`src/hw/rtl/bcc_pkg.sv`:
```
`timescale 1ns / 1ps
// ----------------------------------------------------------------------------
// Button click classifier package
// Shared widths, event codes, register indexes and a counter helper.
// ----------------------------------------------------------------------------
package bcc_pkg;

	// Width of the hold and release tick counters.
	localparam int COUNT_W = 16;
	// Width of the threshold registers.
	localparam int THR_W = 16;
	// Width used when a counter is compared against a threshold.
	localparam int CMP_W = (COUNT_W > THR_W) ? COUNT_W : THR_W;

	// Configuration port widths.
	localparam int CFG_IDX_W  = 2;
	localparam int CFG_DATA_W = THR_W;

	typedef logic [COUNT_W-1:0] cnt_t;
	typedef logic [THR_W-1:0]   thr_t;
	typedef logic [CMP_W-1:0]   cmp_t;

	// Event codes carried by each result word.
	typedef enum logic [1:0] {
		EV_NONE   = 2'd0,
		EV_SINGLE = 2'd1,
		EV_DOUBLE = 2'd2,
		EV_LONG   = 2'd3
	} click_ev_t;

	// Configuration register indexes.
	typedef enum logic [CFG_IDX_W-1:0] {
		REG_ACTIVE_LEVEL = 2'd0,
		REG_LONG_TICKS   = 2'd1,
		REG_GAP_MIN      = 2'd2,
		REG_GAP_MAX      = 2'd3
	} cfg_idx_t;

	// Reset values of the threshold registers.
	localparam thr_t LONG_RST    = THR_W'(500);
	localparam thr_t GAP_MIN_RST = THR_W'(50);
	localparam thr_t GAP_MAX_RST = THR_W'(300);

	// Increment that sticks at the counter's all-ones value.
	function automatic cnt_t sat_inc(input cnt_t v);
		cnt_t r;
		if (v == {COUNT_W{1'b1}}) begin
			r = v;
		end else begin
			r = v + cnt_t'(1);
		end
		return r;
	endfunction

endpackage

```
`src/hw/rtl/bcc_pin_if.sv`:
```
`timescale 1ns / 1ps
// ----------------------------------------------------------------------------
// Pin sample channel
// Valid/ready channel carrying one sampled pin level per word.
// ----------------------------------------------------------------------------
interface bcc_pin_if;
	logic valid;
	logic ready;
	logic pin_level;

	modport source (output valid, output pin_level, input ready);
	modport sink   (input valid, input pin_level, output ready);
endinterface

```
`src/hw/rtl/bcc_event_if.sv`:
```
`timescale 1ns / 1ps
// ----------------------------------------------------------------------------
// Click event channel
// Valid/ready channel carrying one click event code per word.
// ----------------------------------------------------------------------------
interface bcc_event_if;
	logic       valid;
	logic       ready;
	logic [1:0] click_event;

	modport source (output valid, output click_event, input ready);
	modport sink   (input valid, input click_event, output ready);
endinterface

```
`src/hw/rtl/button_click_classifier_core.sv`:
```
`timescale 1ns / 1ps
// ----------------------------------------------------------------------------
// Button click classifier core
// Classifies scan ticks of one button pin into single click, double click
// and long press events, one event word per tick.
//
//   channel  | dir | payload
//   ---------+-----+---------------------------
//   sample   | in  | pin_level   (1 bit)
//   click    | out | click_event (2 bits)
//   cfg_*    | in  | write enable, index, data
//
// One word per cycle sustained while the output is not stalled; a tick goes
// through the input register and its event is then registered in the output
// register. The counter update is a single pass between those registers.
// Reset clears the counters and flags and loads the default thresholds.
// A stalled output register holds its word; the input register still takes
// a word while the output register is empty or being drained.
// ----------------------------------------------------------------------------
module button_click_classifier_core (
	input  logic                           clk,
	input  logic                           arst_n,
	bcc_pin_if.sink                        sample,
	bcc_event_if.source                    click,
	input  logic                           cfg_we,
	input  logic [bcc_pkg::CFG_IDX_W-1:0]  cfg_idx,
	input  logic [bcc_pkg::CFG_DATA_W-1:0] cfg_wdata
);

	// Configuration registers.
	logic               active_level_q;
	bcc_pkg::thr_t      long_ticks_q;
	bcc_pkg::thr_t      gap_min_q;
	bcc_pkg::thr_t      gap_max_q;

	// Detector state.
	logic               press_seen_q;
	bcc_pkg::cnt_t      hold_q;
	bcc_pkg::cnt_t      release_q;
	logic               detected_q;

	// Input stage and output register.
	logic               valid_s1;
	logic               pin_s1;
	logic               out_valid_q;
	bcc_pkg::click_ev_t out_ev_q;

	// Next-state values from the single pass.
	logic               pressed;
	logic               ps_d;
	bcc_pkg::cnt_t      hold_d;
	bcc_pkg::cnt_t      rel_d;
	logic               det_d;
	bcc_pkg::click_ev_t ev_d;
	logic               adv;

	// Configuration writes.
	always_ff @(posedge clk or negedge arst_n) begin
		if (!arst_n) begin
			active_level_q <= 1'b0;
			long_ticks_q   <= bcc_pkg::LONG_RST;
			gap_min_q      <= bcc_pkg::GAP_MIN_RST;
			gap_max_q      <= bcc_pkg::GAP_MAX_RST;
		end else if (cfg_we) begin
			case (bcc_pkg::cfg_idx_t'(cfg_idx))
				bcc_pkg::REG_ACTIVE_LEVEL: active_level_q <= cfg_wdata[0];
				bcc_pkg::REG_LONG_TICKS:   long_ticks_q   <= cfg_wdata;
				bcc_pkg::REG_GAP_MIN:      gap_min_q      <= cfg_wdata;
				bcc_pkg::REG_GAP_MAX:      gap_max_q      <= cfg_wdata;
				default: ;
			endcase
		end
	end

	// Handshake: the input stage moves on when the output register is free.
	assign adv          = valid_s1 && (!out_valid_q || click.ready);
	assign sample.ready = !valid_s1 || adv;
	assign click.valid  = out_valid_q;
	assign click.click_event = out_ev_q;

	// Input register.
	always_ff @(posedge clk or negedge arst_n) begin
		if (!arst_n) begin
			valid_s1 <= 1'b0;
		end else if (sample.ready) begin
			valid_s1 <= sample.valid;
		end
	end

	always_ff @(posedge clk) begin
		if (sample.valid && sample.ready) begin
			pin_s1 <= sample.pin_level;
		end
	end

	// Classification pass for the tick in the input register.
	always_comb begin
		pressed = (pin_s1 == active_level_q);
		ps_d    = press_seen_q;
		hold_d  = hold_q;
		rel_d   = release_q;
		det_d   = detected_q;
		ev_d    = bcc_pkg::EV_NONE;

		// Clear after a report; a released tick re-arms.
		if (detected_q) begin
			ps_d   = 1'b0;
			hold_d = '0;
			rel_d  = '0;
			if (!pressed) begin
				det_d = 1'b0;
			end
		end

		// Count hold time while armed.
		if (pressed && !det_d) begin
			ps_d   = 1'b1;
			hold_d = bcc_pkg::sat_inc(hold_d);
		end

		if (bcc_pkg::cmp_t'(hold_d) > bcc_pkg::cmp_t'(long_ticks_q)) begin
			det_d = 1'b1;
			ev_d  = bcc_pkg::EV_LONG;
		end else begin
			// Count released ticks after a press.
			if (ps_d && !pressed) begin
				rel_d = bcc_pkg::sat_inc(rel_d);
			end
			if (ps_d && (bcc_pkg::cmp_t'(rel_d) > bcc_pkg::cmp_t'(gap_min_q))
					&& (bcc_pkg::cmp_t'(rel_d) < bcc_pkg::cmp_t'(gap_max_q))) begin
				if (pressed) begin
					det_d = 1'b1;
					ev_d  = bcc_pkg::EV_DOUBLE;
				end
			end else if (ps_d && (bcc_pkg::cmp_t'(rel_d) > bcc_pkg::cmp_t'(gap_max_q))) begin
				det_d = 1'b1;
				ev_d  = bcc_pkg::EV_SINGLE;
			end
		end
	end

	// State update, one tick per advance.
	always_ff @(posedge clk or negedge arst_n) begin
		if (!arst_n) begin
			press_seen_q <= 1'b0;
			hold_q       <= '0;
			release_q    <= '0;
			detected_q   <= 1'b0;
		end else if (adv) begin
			press_seen_q <= ps_d;
			hold_q       <= hold_d;
			release_q    <= rel_d;
			detected_q   <= det_d;
		end
	end

	// Output register.
	always_ff @(posedge clk or negedge arst_n) begin
		if (!arst_n) begin
			out_valid_q <= 1'b0;
		end else if (adv) begin
			out_valid_q <= 1'b1;
		end else if (click.ready) begin
			out_valid_q <= 1'b0;
		end
	end

	always_ff @(posedge clk) begin
		if (adv) begin
			out_ev_q <= ev_d;
		end
	end

	// A reported event leaves the detector disarmed.
	assert property (@(posedge clk) disable iff (!arst_n)
		(adv && ev_d != bcc_pkg::EV_NONE) |=> detected_q)
		else $error("event reported without setting the detected flag");

	// Hold time only accumulates after a press has been seen.
	assert property (@(posedge clk) disable iff (!arst_n)
		(hold_q != '0) |-> press_seen_q)
		else $error("hold count set without a press");

	// Release time only accumulates after a press has been seen.
	assert property (@(posedge clk) disable iff (!arst_n)
		(release_q != '0) |-> press_seen_q)
		else $error("release count set without a press");

	// An empty output register never blocks the input.
	assert property (@(posedge clk) disable iff (!arst_n)
		!click.valid |-> sample.ready)
		else $error("input stalled while output register is empty");

endmodule

```
`src/flat_wrapper.sv`:
```
// flat-port wrapper written by rule: the top's interface ports become plain ports
module button_click_classifier_core_flat 
  (clk, arst_n, cfg_we, cfg_idx, cfg_wdata, sample_valid, sample_pin_level, sample_ready, click_valid, click_click_event, click_ready);
  bcc_pin_if sample_i ();
  bcc_event_if click_i ();
  input  logic clk;
  input  logic arst_n;
  input  logic cfg_we;
  input  logic [bcc_pkg::CFG_IDX_W-1:0] cfg_idx;
  input  logic [bcc_pkg::CFG_DATA_W-1:0] cfg_wdata;
  input wire logic [$bits(sample_i.valid)-1:0] sample_valid;
  input wire logic [$bits(sample_i.pin_level)-1:0] sample_pin_level;
  output wire logic [$bits(sample_i.ready)-1:0] sample_ready;
  output wire logic [$bits(click_i.valid)-1:0] click_valid;
  output wire logic [$bits(click_i.click_event)-1:0] click_click_event;
  input wire logic [$bits(click_i.ready)-1:0] click_ready;
  assign sample_i.valid = sample_valid;
  assign sample_i.pin_level = sample_pin_level;
  assign sample_ready = sample_i.ready;
  assign click_valid = click_i.valid;
  assign click_click_event = click_i.click_event;
  assign click_i.ready = click_ready;
  button_click_classifier_core u_core (.clk(clk), .arst_n(arst_n), .sample(sample_i), .click(click_i), .cfg_we(cfg_we), .cfg_idx(cfg_idx), .cfg_wdata(cfg_wdata));
endmodule
```
`config.mk`:
```
export PLATFORM = sky130hd
export DESIGN_NAME = button_click_classifier_core_flat
export DESIGN_NICKNAME = d
export VERILOG_FILES = /design/src/hw/rtl/bcc_pkg.sv /design/src/hw/rtl/bcc_pin_if.sv /design/src/hw/rtl/bcc_event_if.sv /design/src/hw/rtl/button_click_classifier_core.sv /design/src/flat_wrapper.sv
export SDC_FILE = /design/constraint.sdc
export NUM_CORES = 1
export LEC_CHECK = 0
export BUFFER_PORTS_ARGS = -buffer_cell sky130_fd_sc_hd__buf_2
export CAP_MARGIN = 15
export CORE_ASPECT_RATIO = 1.75
export CORE_UTILIZATION = 61
export DETAILED_ROUTE_END_ITERATION = 10
export GPL_ROUTABILITY_DRIVEN = 0
export PLACE_DENSITY = 0.84
export RECOVER_POWER = 100
export SLEW_MARGIN = 20
export SYNTH_ARGS = -nofsm -noshare
export SYNTH_HDL_FRONTEND = slang
export SYNTH_SLANG_ARGS = --single-unit
```
`constraint.sdc`:
```
create_clock -name clk -period 6.25 [get_ports clk]
set_clock_uncertainty 0.15 [all_clocks]
set_input_delay 0.3125 -clock clk [delete_from_list [all_inputs] [get_ports clk]]
set_output_delay 0.3125 -clock clk [all_outputs]
set_load 0.01 [all_outputs]
```
==> results_dict.tcl <==
set metrics [dict create \
    path_class "flip-flop to flip-flop" \
    ys_seq_elements 88 \
    synth_edf_count 3 \
    htreeDepth 3 \
    drt-initial-drc-count 261 \
    synth_nets 631 \
    worstMarginPinSlew_ps 4391 \
    drc 0 \
    timing.final.max_slew_violations 86 \
    hpwlAfterDp_mm 9.492 \
    netSwitchingPower_w 0.0005599 \
    cts_setup_buffers 0 \
    clk_latency_ps 350 \
    place_inst 691 \
    power_density_nw_per_um2 285.4 \
    fin_crit_sh_pct 87.06 \
    crit_slowest_cell "a2111oi_0" \
    diodes 0 \
    core_area_um2 8727 \
    synth_warnings 0 \
    netlist_top_cells_area "dfrtp_1 (33%), ha_1 (11%), mux2_2 (10%)" \
    critPathCaptureType "flip-flop" \
    track_usage_pct 30.64 \
    io_pins 28 \
    rsz0062_at_grt "no" \
    fin_tns_setup_ps 0 \
    hold_viol_final 0 \
    cp.arrival_ps 5380 \
    dr.pass1.iters 6 \
    clkPwrFrac_pct 29.0 \
    start_kind "flip-flop" \
    drv_cap 1 \
    setup_viol 0 \
    clkTransAtPathRegs_ps 60 \
    cellLeakagePower_nw 2.878 \
    initial_core_util_pct 63.48 \
    cts_tree "built" \
    path_max_fanout 14 \
    combPwrFrac_pct 28.2 \
    grt-ovfl-total 0 \
    syn_area_um2 5540 \
    grt_max_degree 86 \
    cp_top_family "compound AO/OA/AOI/OAI gates" \
    ys.flop_type "dfrtp_1" \
    wl_per_cell_um 18.33 \
    synth_common_cells "dfrtp_1 (72), nand2_1 (55), inv_1 (52)" \
    violations "capacitance limit, slew limit" \
    numCtsBuffers 9 \
    syn_inst 559 \
    io_buffers 27 \
    root_buffer "clkbuf_16" \
    dieArea_um2 9482 \
    postCtsHoldBufs 1 \
    nNetsFinal 659 \
    antenna_left 0 \
    max_slew_margin_pct -192.7 \
    sw_frac_of_total_pct 32.47 \
    status "finished, violations left" \
    die_w_um 74.04 \
    seq_area_frac_synth_pct 40.31 \
    die_y_um 128.1 \
    netlist.area_leader.share_pct 32.52 \
    avgViaCountPerCell 6.130 \
    path_cells "and2b_2 -> ha_1 -> nand4_1 -> or2_0 -> o2111ai_1 -> or2_0 -> or3_1 -> a21oi_1 -> ha_1 -> a211oi_1 -> nor2_1 -> o31a_1 -> a2111oi_0 -> nor2_1 -> a211oi_1 -> inv_1" \
    grt_pass1_vias 4540 \
    pwr-share-seq_pct 42.8 \
    critical_path_buf_inv_count 1 \
    post_cts_resize_count 0 \
    cpPeakStageDelay_ps 660 \
    peakVddDrop_uv 263.2 \
    core.rowCount 45 \
    hp-class "input port to flip-flop" \
    yosys.cell_count.top_type "dfrtp_1" \
    final_cells 709 \
    routed_wl_mm 13.00 \
    critPathRequiredTime_ps 6190 \
    drive_gt1_share_pct 18.07 \
    period_minus_slack_ps 5441 \
    fmax_mhz 183.8 \
    antenna_found_initial 0 \
    synth.distinct_cells 64 \
    async_flop_share_pct 96.59 \
    synth_top_area_cell "dfrtp_1" \
    vias 4346 \
    clockBufferDepth 2 \
    grt_pass1_wl_mm 21.52 \
    syn_to_final_growth_pct 9.079 \
    cts_sinks 88 \
    intPower_w 0.001165 \
    syn_area_per_cell_um2 9.911 \
]
==> power by group through the flow <==
stage	clock network [W]	logic, W	registers (W)
3_5_place_dp	0	0.000473	0.000743
3_3_place_gp	0	0.000447	0.000738
6_report	0.000501	0.000486	0.000738
2_1_floorplan	0	0.000352	0.000722
5_1_grt	0.000532	0.000544	0.000746
4_1_cts	0.000510	0.000483	0.000735
==> cell usage in the layout (no fill, tap or decap), types with 3 or more instances in the layout <==
cell type,synthesis,final
dfrtp_1,72,72
nand2_1,55,55
inv_1,52,52
mux2_2,51,48
ha_1,48,48
nor2_1,35,35
a21oi_1,21,22
xnor2_1,20,20
buf_2,2,20
o21ai_0,17,17
nand4_1,16,16
nand3_1,14,14
nor2b_1,14,14
a22o_1,14,14
dfstp_2,13,13
clkbuf_1,9,10
clkbuf_16,0,9
nor3_1,8,8
and3_1,7,7
mux2i_1,6,6
xor2_1,5,5
nand2b_1,5,5
a21o_1,5,5
o21a_1,4,4
or3_1,4,4
nand3b_1,4,4
and4_1,3,3
a211oi_1,3,3
mux2_1,0,3
edfxtp_1,3,3
==> logic make-up (layout without fill, tap and decap cells) <==
group	count (synthesis)	in the layout	synth area share, %
compound gates	87	87	10.75
xor+xnor	25	25	3.952
fa+ha+maj	48	48	10.84
buf+inv	68	101	4.946
flops	88	88	40.31
mux	57	57	11.45
simple gates	186	186	17.75
==> metrics by stage <==
stage	hold slack, ps	area, µm²	total power (W)	util [%]	setup slack, ps
floorplan	-133.1	5540	0.001073	-	1941
global placement	322.4	5772	0.001185	66.14	1221
detailed placement	337.8	5772	0.001216	66.14	1154
CTS	16.13	6058	0.001728	69.42	1094
global route	35.22	6043	0.001822	69.25	570.1
finish	23.06	6043	0.001725	69.25	809.1
==> cell type report <==
| cell class | instances | area (µm²) |
|---|---|---|
| Multi-Input combinational cell | 403 | 3023 |
| Fill cell | 660 | 2684 |
| Sequential cell | 88 | 2233 |
| Clock buffer | 12 | 246.5 |
| Inverter | 53 | 198.9 |
| Timing Repair Buffer | 32 | 165.2 |
| Tap cell | 117 | 146.4 |
| Clock inverter | 4 | 30.03 |
==> flip-flops by register name (all words and copies together), names as in the netlist <==
register                  flops
u_core.active_level_q         1
u_core.click.click_event      2
u_core.click.valid            1
u_core.detected_q             1
u_core.gap_max_q             16
u_core.gap_min_q             16
u_core.hold_q                16
u_core.long_ticks_q          16
u_core.pin_s1                 1
u_core.press_seen_q           1
u_core.release_q             16
u_core.valid_s1               1
==> final timing paths <==
kind	start	endpoint	slack, ps	cells after the start
worst min-delay path	sample_valid	u_core.valid_s1$_DFFE_PN0N_	20	2
worst max register to register	u_core.detected_q$_DFFE_PN0P_	u_core.click.click_event[0]$_SDFFCE_PP1P_	810	16
max in group asynchronous	arst_n	u_core.hold_q[1]$_DFFE_PN0P_	1570	2
worst min register to register	u_core.hold_q[6]$_DFFE_PN0P_	u_core.hold_q[6]$_DFFE_PN0P_	350	2
worst max-delay path	u_core.detected_q$_DFFE_PN0P_	u_core.click.click_event[0]$_SDFFCE_PP1P_	810	16
min in group asynchronous	arst_n	u_core.gap_min_q[9]$_DFFE_PN0P_	1930	2
==> per-layer routing <==
| metal | wire length (µm) | GRT usage (%) | up-vias |
|---|---|---|---|
| met2 | 6761 | 52.09 | 144 |
| met4 | 775 | 19.00 | 0 |
| met5 | 0 | 0 | - |
| met3 | 554 | 6.368 | 56 |
| li1 | - | - | 2036 |
| met1 | 4907 | 33.92 | 2110 |
No activity file was read; power rests on OpenSTA's default activity.
